**src/rtl/flpl_pkg.sv**
```systemverilog
// ----------------------------------------------------------------------------
// flpl_pkg
// Shared types and constants of the FIFO lot position ledger.
// ----------------------------------------------------------------------------
package flpl_pkg;

   localparam int QTY_W   = 32;
   localparam int PRICE_W = 32;
   localparam int CFG_W   = 30;
   localparam int CSR_W   = 2;
   localparam int VAL_W   = 63;
   localparam int ACC_W   = 64;

   localparam logic [CFG_W-1:0] PRICE_SCALE_RESET = CFG_W'(100000);

   typedef enum logic [CSR_W-1:0] {
      CSR_PRICE_SCALE      = 2'd0,
      CSR_FEE_PER_SHARE    = 2'd1,
      CSR_REBATE_PER_SHARE = 2'd2
   } csr_index_type;

   typedef enum logic [1:0] {
      STAT_OK     = 2'd0,
      STAT_BADQTY = 2'd1,
      STAT_OVF    = 2'd2,
      STAT_FULL   = 2'd3
   } status_type;

   typedef enum logic [2:0] {
      MUL_UNIT,
      MUL_TV,
      MUL_FEE,
      MUL_REB,
      MUL_LOT
   } mul_op_type;

   typedef enum logic [3:0] {
      ST_IDLE,
      ST_CHKQ,
      ST_MLOAD,
      ST_MLO,
      ST_MHI,
      ST_MSUM,
      ST_MFIN,
      ST_SUMS,
      ST_WALK_RD,
      ST_WALK_EVAL,
      ST_LOTADD,
      ST_FULLCHK,
      ST_COMMIT,
      ST_PUSH,
      ST_REPLY
   } fsm_state_type;

   typedef struct packed {
      logic              is_sell;
      logic [QTY_W-1:0]  shares;
      logic [ACC_W-1:0]  cost;
   } lot_type;

   typedef struct packed {
      logic       capture;
      logic       init;
      logic       mul_load;
      mul_op_type mul_op;
      logic       mul_lo;
      logic       mul_hi;
      logic       mul_sum;
      logic       mul_fin;
      logic       sums;
      logic       lot_rd;
      logic       lot_eval;
      logic       lot_add;
      logic       commit;
      logic       push;
      logic       out_load;
      status_type out_status;
   } dp_cmd_type;

   typedef struct packed {
      logic qty_zero;
      logic mul_ovf;
      logic sums_ovf;
      logic walk_done;
      logic same_side;
      logic lot_ovf;
      logic ring_full;
      logic real_ovf;
      logic rem_zero;
      logic out_free;
   } dp_sts_type;

endpackage

```
**src/rtl/flpl_ctrl.sv**
```systemverilog
// ----------------------------------------------------------------------------
// flpl_ctrl
// Sequencer: runs the checks, the shared multiplier and the lot walk.
// ----------------------------------------------------------------------------
module flpl_ctrl (
   input  logic                   clock,
   input  logic                   reset,
   input  logic                   req_valid,
   output logic                   req_ready,
   input  flpl_pkg::dp_sts_type   sts,
   output flpl_pkg::dp_cmd_type   cmd
);
   flpl_pkg::fsm_state_type state_ff, state_in;
   flpl_pkg::mul_op_type    op_ff, op_in;
   flpl_pkg::status_type    status_ff, status_in;

   always_ff @(posedge clock) begin
      if (reset) begin
         state_ff  <= flpl_pkg::ST_IDLE;
         op_ff     <= flpl_pkg::MUL_UNIT;
         status_ff <= flpl_pkg::STAT_OK;
      end else begin
         state_ff  <= state_in;
         op_ff     <= op_in;
         status_ff <= status_in;
      end
   end

   always_comb begin
      state_in       = state_ff;
      op_in          = op_ff;
      status_in      = status_ff;
      req_ready      = 1'b0;
      cmd            = '0;
      cmd.mul_op     = op_ff;
      cmd.out_status = status_ff;
      unique case (state_ff)
         flpl_pkg::ST_IDLE: begin
            req_ready = 1'b1;
            if (req_valid) begin
               cmd.capture = 1'b1;
               status_in   = flpl_pkg::STAT_OK;
               state_in    = flpl_pkg::ST_CHKQ;
            end
         end
         flpl_pkg::ST_CHKQ: begin
            if (sts.qty_zero) begin
               status_in = flpl_pkg::STAT_BADQTY;
               state_in  = flpl_pkg::ST_REPLY;
            end else begin
               cmd.init = 1'b1;
               op_in    = flpl_pkg::MUL_UNIT;
               state_in = flpl_pkg::ST_MLOAD;
            end
         end
         flpl_pkg::ST_MLOAD: begin
            cmd.mul_load = 1'b1;
            state_in     = flpl_pkg::ST_MLO;
         end
         flpl_pkg::ST_MLO: begin
            cmd.mul_lo = 1'b1;
            state_in   = flpl_pkg::ST_MHI;
         end
         flpl_pkg::ST_MHI: begin
            cmd.mul_hi = 1'b1;
            state_in   = flpl_pkg::ST_MSUM;
         end
         flpl_pkg::ST_MSUM: begin
            cmd.mul_sum = 1'b1;
            state_in    = flpl_pkg::ST_MFIN;
         end
         flpl_pkg::ST_MFIN: begin
            cmd.mul_fin = 1'b1;
            if (sts.mul_ovf) begin
               status_in = flpl_pkg::STAT_OVF;
               state_in  = flpl_pkg::ST_REPLY;
            end else begin
               unique case (op_ff)
                  flpl_pkg::MUL_UNIT: begin
                     op_in    = flpl_pkg::MUL_TV;
                     state_in = flpl_pkg::ST_MLOAD;
                  end
                  flpl_pkg::MUL_TV: begin
                     op_in    = flpl_pkg::MUL_FEE;
                     state_in = flpl_pkg::ST_MLOAD;
                  end
                  flpl_pkg::MUL_FEE: begin
                     op_in    = flpl_pkg::MUL_REB;
                     state_in = flpl_pkg::ST_MLOAD;
                  end
                  flpl_pkg::MUL_REB: state_in = flpl_pkg::ST_SUMS;
                  flpl_pkg::MUL_LOT: state_in = flpl_pkg::ST_LOTADD;
                  default:           state_in = flpl_pkg::ST_IDLE;
               endcase
            end
         end
         flpl_pkg::ST_SUMS: begin
            cmd.sums = 1'b1;
            if (sts.sums_ovf) begin
               status_in = flpl_pkg::STAT_OVF;
               state_in  = flpl_pkg::ST_REPLY;
            end else begin
               state_in = flpl_pkg::ST_WALK_RD;
            end
         end
         flpl_pkg::ST_WALK_RD: begin
            if (sts.walk_done) begin
               state_in = flpl_pkg::ST_FULLCHK;
            end else begin
               cmd.lot_rd = 1'b1;
               state_in   = flpl_pkg::ST_WALK_EVAL;
            end
         end
         flpl_pkg::ST_WALK_EVAL: begin
            if (sts.same_side) begin
               state_in = flpl_pkg::ST_FULLCHK;
            end else begin
               cmd.lot_eval = 1'b1;
               op_in        = flpl_pkg::MUL_LOT;
               state_in     = flpl_pkg::ST_MLOAD;
            end
         end
         flpl_pkg::ST_LOTADD: begin
            cmd.lot_add = 1'b1;
            if (sts.lot_ovf) begin
               status_in = flpl_pkg::STAT_OVF;
               state_in  = flpl_pkg::ST_REPLY;
            end else begin
               state_in = flpl_pkg::ST_WALK_RD;
            end
         end
         flpl_pkg::ST_FULLCHK: begin
            priority if (sts.ring_full) begin
               status_in = flpl_pkg::STAT_FULL;
               state_in  = flpl_pkg::ST_REPLY;
            end else if (sts.real_ovf) begin
               status_in = flpl_pkg::STAT_OVF;
               state_in  = flpl_pkg::ST_REPLY;
            end else begin
               state_in = flpl_pkg::ST_COMMIT;
            end
         end
         flpl_pkg::ST_COMMIT: begin
            cmd.commit = 1'b1;
            state_in   = sts.rem_zero ? flpl_pkg::ST_REPLY : flpl_pkg::ST_PUSH;
         end
         flpl_pkg::ST_PUSH: begin
            cmd.push = 1'b1;
            state_in = flpl_pkg::ST_REPLY;
         end
         flpl_pkg::ST_REPLY: begin
            if (sts.out_free) begin
               cmd.out_load = 1'b1;
               state_in     = flpl_pkg::ST_IDLE;
            end
         end
         default: state_in = flpl_pkg::ST_IDLE;
      endcase
   end
endmodule

```
**config.mk**
```make
export PLATFORM = sky130hd
export DESIGN_NAME = flpl_ctrl
export DESIGN_NICKNAME = d
export VERILOG_FILES = /design/src/rtl/flpl_pkg.sv /design/src/rtl/flpl_ctrl.sv
export SDC_FILE = /design/constraint.sdc
export NUM_CORES = 1
export LEC_CHECK = 0
export BUFFER_PORTS_ARGS = -buffer_cell sky130_fd_sc_hd__buf_4
export CAP_MARGIN = 20
export CORE_UTILIZATION = 43
export DETAILED_ROUTE_END_ITERATION = 10
export GPL_TIMING_DRIVEN = 0
export PLACE_DENSITY = 0.85
export SYNTH_ARGS = -nofsm -noshare
export SYNTH_HDL_FRONTEND = slang
export SYNTH_SLANG_ARGS = --single-unit
export TNS_END_PERCENT = 50
```
**constraint.sdc**
```tcl
create_clock -name clock -period 1.65 [get_ports clock]
set_input_delay 0.165 -clock clock [delete_from_list [all_inputs] [get_ports clock]]
set_output_delay 0.165 -clock clock [all_outputs]
set_load 0.02 [all_outputs]
```
* After elaboration in Yosys (flattened, before gate mapping)
Index checks and enable logic that the tools add are counted.
Cells by class: equal/unequal tests 29, multiplexer cells 46, reduce and logical (&&, ||, !) cells 8
Operators by type and width (count):
- 4-bit one-hot mux with 15 select lines | 1
- 4-bit == test, second input constant | 7
- 4-bit two-way mux | 6
- 1-bit two-way mux | 20
- 2-bit two-way mux | 10
- 2-bit inequality test, second input constant | 9
- 3-bit one-hot mux with 3 select lines | 2
- 4-bit by 3-bit == test with 1-bit output, second input constant | 4
- 3-bit two-way mux | 5
- 2-bit one-hot mux with 6 select lines | 1
- 4-bit one-hot mux with 3 select lines | 1
- 4-bit by 2-bit == test with 1-bit output, second input constant | 2
- 7-bit AND reduction | 1
- 3-bit by 2-bit == test with 1-bit output, second input constant | 2
- 6-bit nonzero test | 1
- 5-bit AND reduction | 1
- 4-bit by 1-bit == test with 1-bit output, second input constant | 1
- 4-bit zero test | 1
- 4-bit by 1-bit inequality test with 1-bit output, second input constant | 1
- 3-bit by 1-bit == test with 1-bit output, second input constant | 1
- 3-bit == test, second input constant | 1
- 3-bit zero test | 1
- 3-bit inequality test, second input constant | 1
- 3-bit nonzero test | 1
- other kinds (2) | 2
Storage, ports and cells: register bits after elaboration 9, input port bits 13, output and inout bits 20, logic and storage cells 86

* Longest topological paths before layout
word-level depth 5, depth in mapped cells 7, mapped depth without buffers 5

* Least setup slack after synthesis
No wires, ideal clock.
path type register -> output, start register state_ff[3], end output port cmd[18] (netlist bit), arrival 1.782 ns, required time 1.485 ns, setup slack -0.297 ns, stages on the path, launching flop included 5, buffers on the path 2, path through dfxtp_1 -> buf_6 -> clkbuf_1 -> nor4_1 -> and2_1
RTL lines:
- from (decl) | line flpl_ctrl.sv:13 | flpl_pkg::fsm_state_type state_ff, state_in;
- from (signal assigned) | line flpl_ctrl.sv:19 | state_ff <= flpl_pkg::ST_IDLE;
- from (signal assigned) | line flpl_ctrl.sv:23 | state_ff <= state_in;
- to (decl) | line flpl_ctrl.sv:11 | output flpl_pkg::dp_cmd_type cmd

==> results.md <==
- Crit path arrival time: around 1.5 ns
- H-tree levels: 1
- Min Hold Slack: around 0.24 ns
- Final setup violation count: 0
- Fin. max-slew vios: 0
- Num CTS Buffers: 3
- Maximum VDD drop: just under 0.9 mV
- Post-Syn Area: slightly above 800 um2
- Area growth syn-to-layout: 58.12%
- Pwr dens: between 1500 and 2000 nW/um2
- Fraction of registers with async set/reset: 0
- Die ar.: about 2100 um2
- DP Wirelength: approximately 1800 um
- Period utilization: 0.9796
- Num ports: 33
- First-iteration detailed-routing DRC count: roughly 70
- CTS Buffer Depth: 2
- Leakage: 0.5264 nW
- Synth warn: 0
- Clock root buffer: clkbuf_4
- Final hold vios: 0
- CP Data Required Time: between 1 and 1.5 ns
- Post-route minimum period: ~1.6 ns
- Nets@finish: between 150 and 200
- Hold Path Sink: state_ff[0]
- WS Path Type: reg -> out
- Relative slew slack: 0.6822
- Number of global-route vias before repair: around 910
- Area contributors post-synth: dfxtp_1 22%, nor2_1 10%, a21oi_1 6.7%
- R2R Setup Slk: approximately 0.040 ns
- Synthesized flop and latch total: 9
- Yosys top cell area share: 0.2185
- Drt pass-1 iters: 4
- Final WL: ~2800 um
- Initial antenna violation count: 0
- Main synth FF type: dfxtp_1
- Drt drc: 0
- Count of buffers from port buffering: 31
- # diodes: 0
- GPL Wtd Cong: 0.9472
- EDFF count, synth: 0
- Min-Delay Path Depth: 3
- Startpoint Class: flop
- Core area: around 1800 um2
- CP max FO: 10
- CP endpoint kind: output pin
- Clock Skew: 0.005103 ns
- RSZ-0062 raised after global routing: true
- Overall global routing resource usage: 0.2588
- Commonest non-fill, non-tap cell in the layout: buf_4
- Synth area leader: dfxtp_1
- Worst-margin pin slew: 0.4766 ns
- Rows: 15
- Post-route insts no fill: about 190
- Grt ovf: 0
- Max Freq: slightly above 0.6 GHz
- CTS tree: done
- Die Ht: 45.79 um
- Yosys cell types: 38
- Layout cells sized above 1: 0.4201
- First-pass GRT wire length: just under 4000 um
- Dpl cells: 178
- Die Wd: approximately 46 um
- R2r endpoint: status_ff[0]
- Maxcap violations: 0
- Initial Utilization: 0.4674
- Tightest Hold Check Type: in -> reg
- R2R Path Start: state_ff[2]
- Reg2Reg Depth: 6
- Hold_sp: sts[5]
- Vias/cell: 5.820
- Hold-fix buffers, CTS: 0
- Clock transition at path regs: 0.06 ns
- Post-Syn Nets: approximately 140
- Post-DRT Antenna Nets: 0
- Cells after Synth: between 100 and 150
- Largest net degree at the start of global routing: 11
- Most frequent cells in the layout: 45 x buf_4, 22 x nor2_1, 10 x a21oi_1
- Vias post-DR: between 1000 and 1500
- Syn_area_per_cell: 6.759 um2
- Status: completed
- Clock Latency Late Sink: 0.25 ns
- DR WL/cell: approximately 15 um
- CTS sink cnt: 9
- Register area share after synthesis: 0.2185
-- how the worst max path moves through the flow --
stage	startpoint	to	slack [ns]	depth (start not counted)
finish	state_ff[0]	cmd[7]	0.03	4
detailed placement	state_ff[3]	cmd[4]	-0.15	6
global route	op_ff[1]	state_ff[1]	-0.04	5
floorplan	state_ff[3]	cmd[4]	-0.08	5
CTS	state_ff[3]	cmd[18]	-0.04	5
global placement	state_ff[3]	cmd[4]	-0.11	6
-- kinds of logic after synthesis --
logic type             Yosys count  share of synthesized area
DFF                              9                     0.2185
buffers and inverters           15                    0.09408
AOI/OAI and AO/OA               31                     0.2443
and+or+nand+nor                 64                     0.4067
muxes                            3                    0.03642
-- area by class of cell --
type	count	area, um2
plain buffers	10	80.08
clock buffers	4	26.28
fillers	145	460.4
inverters	4	15.01
multi-input cells	98	631.9
flip-flops and latches	9	185.2
well taps	25	31.28
repair buffers	44	334.1
-- cell usage after synthesis, types with 2 or more instances --
library cell,number
o211ai_1,2
clkbuf_1,2
buf_2,2
nor4_1,3
nand2b_1,7
nand3_1,4
o21ai_0,3
nor3_1,7
buf_6,2
buf_1,4
a211oi_1,4
or3_1,2
mux2i_1,3
a21oi_1,11
nor2_1,22
nand2_1,10
dfxtp_1,9
o32ai_1,2
inv_1,4
-- repair_timing --
| item | CTS | global route |
|---|---|---|
| gates resized for setup | 11 | 21 |
| buffers inserted | 1 | 11 |
| pin swaps | 0 | 4 |
| setup endpoints to repair | 13 | 12 |
| cloned | 0 | 1 |
-- stage by stage --
step | power, mW | TNS [ns] | area [um2] | util | worst slack [ns]
finish | 2.134 | 0 | 1304 | 0.7390 | 0.03359
global route | 2.258 | -0.1172 | 1304 | 0.7390 | -0.04183
CTS | 1.824 | -0.08528 | 1161 | 0.6582 | -0.03612
detailed placement | 1.576 | -0.5441 | 1101 | 0.6241 | -0.1483
global placement | 1.558 | -0.3567 | 1101 | 0.6241 | -0.1136
floorplan | 1.219 | -0.09413 | 837.1 | - | -0.07583
-- sequential cells by signal, summed over array words and instances, names as in the netlist --
| name | count |
|---|---|
| state_ff | 4 |
| op_ff | 3 |
| status_ff | 2 |
-- layer usage --
metal,wire length (um),part of all wire,GRT usage
met1,1209,0.43,0.3541
met2,1330,0.47,0.4029
met3,192,0.068,0.02381
met4,83,0.029,0.1294
met5,0,0,0
-- worst max-delay path, cell delays in order, from the launching register on --
cell,delay (ns)
dfxtp_2,0.34
buf_6,0.13
clkbuf_1,0.23
nor4_2,0.32
buf_4,0.18
-- power breakdown --
part	switching (mW)	internal, mW
registers	0.0610	0.279
logic	0.888	0.743
clock network	0.0700	0.0927
total	1.02	1.12
Power figures use the tool's default switching activity.
